--- src/design/lst_pkg.sv ---
// Shared constants, command and status types of the lazy segment tree block.
package lst_pkg;

   localparam int LEAF_BITS   = 10;
   localparam int LEAVES      = 1 << LEAF_BITS;
   localparam int NODE_BITS   = LEAF_BITS + 1;
   localparam int NODES       = 1 << NODE_BITS;
   localparam int ACTIVE_BITS = LEAF_BITS + 1;
   localparam int VALUE_BITS  = 31;
   localparam int MOD_BITS    = VALUE_BITS + 1;
   localparam int LEVEL_BITS  = $clog2(NODE_BITS);
   localparam int STEP_BITS   = $clog2(VALUE_BITS + 1);

   localparam logic [VALUE_BITS-1:0]  MODULUS_RESET = {VALUE_BITS{1'b1}};
   localparam logic [ACTIVE_BITS-1:0] ACTIVE_RESET  = ACTIVE_BITS'(LEAVES);

   // Configuration register indexes.
   typedef enum logic {
      CSR_MODULUS = 1'b0,
      CSR_ACTIVE  = 1'b1
   } csr_index_type;

   // Request kinds.
   localparam logic REQ_ADD   = 1'b0;
   localparam logic REQ_QUERY = 1'b1;

   // Operand source of the serial reduction unit.
   typedef enum logic [1:0] {
      SRC_VAL  = 2'd0,
      SRC_SUM  = 2'd1,
      SRC_PEND = 2'd2,
      SRC_DBL  = 2'd3
   } mod_src_type;

   // Choice of the tree node that memory accesses address.
   typedef enum logic [1:0] {
      TGT_HOLD  = 2'd0,
      TGT_NODE  = 2'd1,
      TGT_LEFT  = 2'd2,
      TGT_RIGHT = 2'd3
   } tgt_sel_type;

   typedef struct packed {
      logic        clr_write;
      logic        load;
      logic        mod_start;
      mod_src_type mod_src;
      logic        val_take;
      logic        rd;
      tgt_sel_type tgt_sel;
      logic        t_take;
      logic        s_calc;
      logic        p_calc;
      logic        vsel;
      logic        wr_apply;
      logic        wr_sum;
      logic        pv_take;
      logic        wr_pend_zero;
      logic        acc_add;
      logic        go_left;
      logic        go_right;
      logic        go_up;
      logic        respond;
   } cmd_type;

   typedef struct packed {
      logic clr_done;
      logic bad;
      logic is_query;
      logic mod_busy;
      logic covered;
      logic left_ok;
      logic right_ok;
      logic is_root;
      logic came_left;
      logic pv_zero;
      logic out_free;
   } sts_type;

endpackage

--- src/design/lst_ctrl.sv ---
// Controller of the lazy segment tree: walks the tree and sequences every node operation.
module lst_ctrl
   import lst_pkg::*;
(
   input  logic    clock,
   input  logic    reset,
   input  sts_type sts,
   output cmd_type cmd,
   input  logic    req_valid,
   output logic    req_ready
);

   typedef enum logic [29:0] {
      ST_CLEAR  = 30'd1 << 0,
      ST_IDLE   = 30'd1 << 1,
      ST_CHK    = 30'd1 << 2,
      ST_VAL_W  = 30'd1 << 3,
      ST_ENTER  = 30'd1 << 4,
      ST_AA_RD  = 30'd1 << 5,
      ST_AA_M1  = 30'd1 << 6,
      ST_AA_W1  = 30'd1 << 7,
      ST_AA_W2  = 30'd1 << 8,
      ST_AA_W3  = 30'd1 << 9,
      ST_AA_WR  = 30'd1 << 10,
      ST_Q_RD   = 30'd1 << 11,
      ST_Q_M    = 30'd1 << 12,
      ST_Q_W    = 30'd1 << 13,
      ST_PD_RD  = 30'd1 << 14,
      ST_PD_M   = 30'd1 << 15,
      ST_PD_W   = 30'd1 << 16,
      ST_PD_CHK = 30'd1 << 17,
      ST_PD_R   = 30'd1 << 18,
      ST_DESC   = 30'd1 << 19,
      ST_RET    = 30'd1 << 20,
      ST_UP     = 30'd1 << 21,
      ST_PU_LRD = 30'd1 << 22,
      ST_PU_LM  = 30'd1 << 23,
      ST_PU_LW  = 30'd1 << 24,
      ST_PU_RRD = 30'd1 << 25,
      ST_PU_RM  = 30'd1 << 26,
      ST_PU_RW  = 30'd1 << 27,
      ST_PU_WR  = 30'd1 << 28,
      ST_RESP   = 30'd1 << 29
   } state_type;

   state_type state_ff, state_in;
   state_type ret_ff, ret_in;
   logic      use_pv_ff, use_pv_in;

   always_comb begin
      cmd       = '0;
      state_in  = state_ff;
      ret_in    = ret_ff;
      use_pv_in = use_pv_ff;
      req_ready = 1'b0;
      cmd.vsel  = use_pv_ff;
      case (state_ff)
         ST_CLEAR: begin
            cmd.clr_write = 1'b1;
            if (sts.clr_done) begin
               state_in = ST_IDLE;
            end
         end
         ST_IDLE: begin
            req_ready = 1'b1;
            if (req_valid) begin
               cmd.load = 1'b1;
               state_in = ST_CHK;
            end
         end
         ST_CHK: begin
            if (sts.bad) begin
               state_in = sts.is_query ? ST_RESP : ST_IDLE;
            end else if (sts.is_query) begin
               state_in = ST_ENTER;
            end else begin
               cmd.mod_start = 1'b1;
               cmd.mod_src   = SRC_VAL;
               state_in      = ST_VAL_W;
            end
         end
         ST_VAL_W: begin
            if (!sts.mod_busy) begin
               cmd.val_take = 1'b1;
               state_in     = ST_ENTER;
            end
         end
         ST_ENTER: begin
            cmd.tgt_sel = TGT_NODE;
            if (!sts.covered) begin
               state_in = ST_PD_RD;
            end else if (sts.is_query) begin
               state_in = ST_Q_RD;
            end else begin
               use_pv_in = 1'b0;
               ret_in    = ST_RET;
               state_in  = ST_AA_RD;
            end
         end
         ST_AA_RD: begin
            cmd.rd   = 1'b1;
            state_in = ST_AA_M1;
         end
         ST_AA_M1: begin
            cmd.mod_start = 1'b1;
            cmd.mod_src   = SRC_SUM;
            state_in      = ST_AA_W1;
         end
         ST_AA_W1: begin
            if (!sts.mod_busy) begin
               cmd.t_take    = 1'b1;
               cmd.mod_start = 1'b1;
               cmd.mod_src   = SRC_DBL;
               state_in      = ST_AA_W2;
            end
         end
         ST_AA_W2: begin
            if (!sts.mod_busy) begin
               cmd.s_calc    = 1'b1;
               cmd.mod_start = 1'b1;
               cmd.mod_src   = SRC_PEND;
               state_in      = ST_AA_W3;
            end
         end
         ST_AA_W3: begin
            if (!sts.mod_busy) begin
               cmd.p_calc = 1'b1;
               state_in   = ST_AA_WR;
            end
         end
         ST_AA_WR: begin
            cmd.wr_apply = 1'b1;
            state_in     = ret_ff;
         end
         ST_Q_RD: begin
            cmd.rd   = 1'b1;
            state_in = ST_Q_M;
         end
         ST_Q_M: begin
            cmd.mod_start = 1'b1;
            cmd.mod_src   = SRC_SUM;
            state_in      = ST_Q_W;
         end
         ST_Q_W: begin
            if (!sts.mod_busy) begin
               cmd.acc_add = 1'b1;
               state_in    = ST_RET;
            end
         end
         ST_PD_RD: begin
            cmd.rd   = 1'b1;
            state_in = ST_PD_M;
         end
         ST_PD_M: begin
            cmd.mod_start = 1'b1;
            cmd.mod_src   = SRC_PEND;
            state_in      = ST_PD_W;
         end
         ST_PD_W: begin
            if (!sts.mod_busy) begin
               cmd.pv_take      = 1'b1;
               cmd.wr_pend_zero = 1'b1;
               state_in         = ST_PD_CHK;
            end
         end
         ST_PD_CHK: begin
            if (sts.pv_zero) begin
               state_in = ST_DESC;
            end else begin
               cmd.tgt_sel = TGT_LEFT;
               use_pv_in   = 1'b1;
               ret_in      = ST_PD_R;
               state_in    = ST_AA_RD;
            end
         end
         ST_PD_R: begin
            cmd.tgt_sel = TGT_RIGHT;
            ret_in      = ST_DESC;
            state_in    = ST_AA_RD;
         end
         ST_DESC: begin
            if (sts.left_ok) begin
               cmd.go_left = 1'b1;
            end else begin
               cmd.go_right = 1'b1;
            end
            state_in = ST_ENTER;
         end
         ST_RET: begin
            if (sts.is_root) begin
               state_in = sts.is_query ? ST_RESP : ST_IDLE;
            end else begin
               cmd.go_up = 1'b1;
               state_in  = ST_UP;
            end
         end
         ST_UP: begin
            if (sts.came_left && sts.right_ok) begin
               cmd.go_right = 1'b1;
               state_in     = ST_ENTER;
            end else if (!sts.is_query) begin
               cmd.tgt_sel = TGT_LEFT;
               state_in    = ST_PU_LRD;
            end else begin
               state_in = ST_RET;
            end
         end
         ST_PU_LRD: begin
            cmd.rd   = 1'b1;
            state_in = ST_PU_LM;
         end
         ST_PU_LM: begin
            cmd.mod_start = 1'b1;
            cmd.mod_src   = SRC_SUM;
            state_in      = ST_PU_LW;
         end
         ST_PU_LW: begin
            if (!sts.mod_busy) begin
               cmd.t_take  = 1'b1;
               cmd.tgt_sel = TGT_RIGHT;
               state_in    = ST_PU_RRD;
            end
         end
         ST_PU_RRD: begin
            cmd.rd   = 1'b1;
            state_in = ST_PU_RM;
         end
         ST_PU_RM: begin
            cmd.mod_start = 1'b1;
            cmd.mod_src   = SRC_SUM;
            state_in      = ST_PU_RW;
         end
         ST_PU_RW: begin
            if (!sts.mod_busy) begin
               cmd.s_calc  = 1'b1;
               cmd.tgt_sel = TGT_NODE;
               state_in    = ST_PU_WR;
            end
         end
         ST_PU_WR: begin
            cmd.wr_sum = 1'b1;
            state_in   = ST_RET;
         end
         ST_RESP: begin
            if (sts.out_free) begin
               cmd.respond = 1'b1;
               state_in    = ST_IDLE;
            end
         end
         default: begin
            state_in = ST_IDLE;
         end
      endcase
   end

   always_ff @(posedge clock) begin
      if (reset) begin
         state_ff  <= ST_CLEAR;
         ret_ff    <= ST_RET;
         use_pv_ff <= 1'b0;
      end else begin
         state_ff  <= state_in;
         ret_ff    <= ret_in;
         use_pv_ff <= use_pv_in;
      end
   end

endmodule

--- config.mk ---
export PLATFORM = sky130hd
export DESIGN_NAME = lst_ctrl
export DESIGN_NICKNAME = d
export VERILOG_FILES = /design/src/design/lst_pkg.sv /design/src/design/lst_ctrl.sv
export SDC_FILE = /design/constraint.sdc
export NUM_CORES = 1
export LEC_CHECK = 0
export ABC_AREA = 1
export ABC_CLOCK_PERIOD_IN_PS = 3600
export BUFFER_PORTS_ARGS = -buffer_cell sky130_fd_sc_hd__buf_2
export CAP_MARGIN = 25
export CELL_PAD_IN_SITES_DETAIL_PLACEMENT = 1
export CELL_PAD_IN_SITES_GLOBAL_PLACEMENT = 2
export CORE_MARGIN = 10
export CORE_UTILIZATION = 31
export DETAILED_ROUTE_END_ITERATION = 16
export PLACE_DENSITY = 0.85
export SLEW_MARGIN = 20
export SYNTH_ARGS = -nofsm -noshare
export SYNTH_HDL_FRONTEND = slang
export SYNTH_SLANG_ARGS = --single-unit
--- constraint.sdc ---
create_clock -name clock -period 3.6 [get_ports clock]
set_clock_uncertainty 0.15 [all_clocks]
set_input_delay 0.36 -clock clock [delete_from_list [all_inputs] [get_ports clock]]
set_output_delay 0.36 -clock clock [all_outputs]
set_load 0.05 [all_outputs]
==> impl_metrics.tcl <==
set metrics [dict create \
    netlist_top_cells_area "dfxtp_1 28%, nor2_1 17%, nand2_1 16%" \
    antenna_found_initial 0 \
    max_freq_ghz 0.342 \
    synth_most_common_cell "nor2_1" \
    cts_buffer_depth 2 \
    worst_path_max_delay_cell "dfxtp_1" \
    dp_hpwl_microns 7070 \
    ff2ff_setup_slack_ps 1130 \
    rsz0062_at_grt "false" \
    vias 2631 \
    cap_violations 0 \
    power_mw 1.69 \
    ys_ff_latch 34 \
    reg2regPathDepth 12 \
    yosysTopAreaCell "dfxtp_1" \
    synth_area_sq_um 2450 \
    syn2layout_area_growth_pct 13.7 \
    wl_microns 8390 \
    start_util_pct 31.8 \
    synth_flop_cell "dfxtp_1" \
    cp.arrival_ps 2410 \
    place.gp.congestion 0.844 \
    crit_family "simple AND/OR/NAND/NOR gates" \
    grt_pass1_wl_microns 13800 \
    cts_buffers 5 \
    powerDensity_nw_per_um2 608 \
    criticalPathCategory "register to output port" \
    grt_overflow 0 \
    synth_fp_nets 447 \
    path_clk_slew_ps 70 \
    synthArstFlopShare_pct 0 \
    die_height_microns 109 \
    die_w_microns 109 \
    endpoint "cmd[14]" \
    report.final.slew_viol_count 0 \
    hold_violations 0 \
    num_rows 32 \
    finalCriticalPeriod_ps 2920 \
    critical_path_buf_inv_count 2 \
    reg2reg_from "state_ff[17]$_SDFFE_PP0P_" \
    startpoint "state_ff[0]$_SDFFE_PP1P_" \
    cts_resized 0 \
    synth_top_area_share_pct 27.8 \
    post-route-period-util_pct 81.2 \
    worstPathRequired_ps 3090 \
    grt_pass1_vias 2799 \
    critPathMostFrequentCell "nor2_1" \
    root_buffer "clkbuf_8" \
    ys_seq_area_share_pct 27.8 \
    worstHoldPathType "primary input to register" \
    synth_common_cells "113 x nor2_1, 107 x nand2_1, 63 x inv_1" \
    drt_first_iter_violations 93 \
    yosysWarningCount 0 \
    io_pins 37 \
    die-area_sq_um 11800 \
    insertion_delay_ps 290 \
    remaining_drc_errors 0 \
    postCtsSetupBuffers 0 \
    synth_edf_count 0 \
    cp_slowest_stage_delay_ps 330 \
    grt_max_degree 19 \
    postRouteAntennaNets 0 \
    clock_sinks 34 \
    drive_gt1_share_pct 16.0 \
    nets 481 \
    fin_tns_setup_ps 0 \
    outcome "completed" \
    worst-path-stages 10 \
    yosysUniqueCellTypes 27 \
    h-tree-depth 2 \
    crit_chain "nor2_1 -> nand2_1 -> nor2_4 -> nand2_4 -> nor2_1 -> inv_1 -> nor2_1 -> nand2_1 -> nand4_1 -> buf_2" \
    critPathMaxFanout 18 \
    viasPerCell 4.62 \
    slew_headroom_pct 61.3 \
    portBuffers 36 \
    grt_use_total_pct 14.8 \
    cts_tree "built" \
    first_pass_iters 4 \
    leakage_nw 1.47 \
    peakVddDrop_mv 0.274 \
    cts_hold_buf 0 \
    antennaDiodeCount 0 \
    synth_area_per_cell_sq_um 5.65 \
    wl_per_cell_microns 14.7 \
    start_kind "register" \
    rr_endpoint "state_ff[6]$_SDFFE_PP0P_" \
    worst_slew_pin_slew_ps 576 \
    core_sq_um 7690 \
    setup_viol 0 \
    synth_cells 433 \
    cp-end-kind "output port" \
]
-- sequential cells by signal, indices dropped and copies added (netlist names) --
| name | flops |
|---|---|
| ret_ff | 3 |
| state_ff | 30 |
| use_pv_ff | 1 |
-- where the power goes --
part	internal, mW	switching (mW)
clock network	0.155	0.148
registers	0.415	0.0296
logic	0.219	0.726
total	0.789	0.904
-- tightest hold or removal path: cells and delay by family --
kind,cells,cell delay (ps)
and+or+nand+nor,2,160
buffers and inverters,1,70
-- how the worst min path moves through the flow --
stage / from / end / slack (ps) / depth (start not counted)
2_1_floorplan: ret_ff[18]$_SDFFE_PP0P_ / state_ff[18]$_SDFFE_PP0P_ / 270 / 2
3_3_place_gp: ret_ff[18]$_SDFFE_PP0P_ / state_ff[18]$_SDFFE_PP0P_ / 280 / 2
3_5_place_dp: ret_ff[18]$_SDFFE_PP0P_ / state_ff[18]$_SDFFE_PP0P_ / 280 / 2
4_1_cts: sts[10] / state_ff[0]$_SDFFE_PP1P_ / 200 / 3
5_1_grt: sts[6] / state_ff[11]$_SDFFE_PP0P_ / 210 / 3
6_report: sts[10] / state_ff[0]$_SDFFE_PP1P_ / 200 / 3
-- per-stage QoR --
step                      worst slack (ps)  utilization [%]  instance area, sq um  cells  hold WS [ps]
after CTS                              653             36.2                  2780    570           195
after global routing                   404             36.2                  2780    570           214
final                                  676             36.2                  2780    570           203
after detailed placement               973             35.0                  2690    562           281
after floorplan                        781                -                  2450    433           269
after global placement                 974             35.0                  2690    562           284
-- cell families (layout without fill, tap and decap cells) --
| group | Yosys count | in the layout | share of synthesized area (%) |
|---|---|---|---|
| buffers and inverters | 76 | 111 | 12.9 |
| and+or+nand+nor | 304 | 304 | 55.0 |
| DFF | 34 | 34 | 27.8 |
| AOI/OAI and AO/OA | 19 | 19 | 4.24 |
-- metal layers --
metal | vias to the layer above | share of wire [%] | GRT usage, %
met3 | 6 | 4.3 | 3.42
met2 | 35 | 47 | 25.6
met1 | 1206 | 48 | 18.2
met5 | - | 0 | 0
met4 | 0 | 0.86 | 3.11
li1 | 1384 | - | -
-- cells in the final DEF (no fill, tap or decap), types with 4 or more instances in the layout --
cell type  Yosys  layout
nor2_1       113     113
nand2_1      107     107
inv_1         63      63
nand3_1       36      36
buf_2          0      36
dfxtp_1       34      34
nor2_2        12      12
a21oi_1       12      12
nor3_1        10      10
nand2_2        8       8
clkbuf_8       0       6
nand3b_1       4       4
-- area by class of cell --
class / instances / area, sq um
Fill cell: 1087 / 4900
Multi-Input combinational cell: 323 / 1450
Sequential cell: 34 / 681
Inverter: 67 / 253
Timing Repair Buffer: 36 / 180
Tap cell: 102 / 128
Clock buffer: 7 / 86.3
Clock inverter: 1 / 5.00
(Power assumes the default switching activity.)
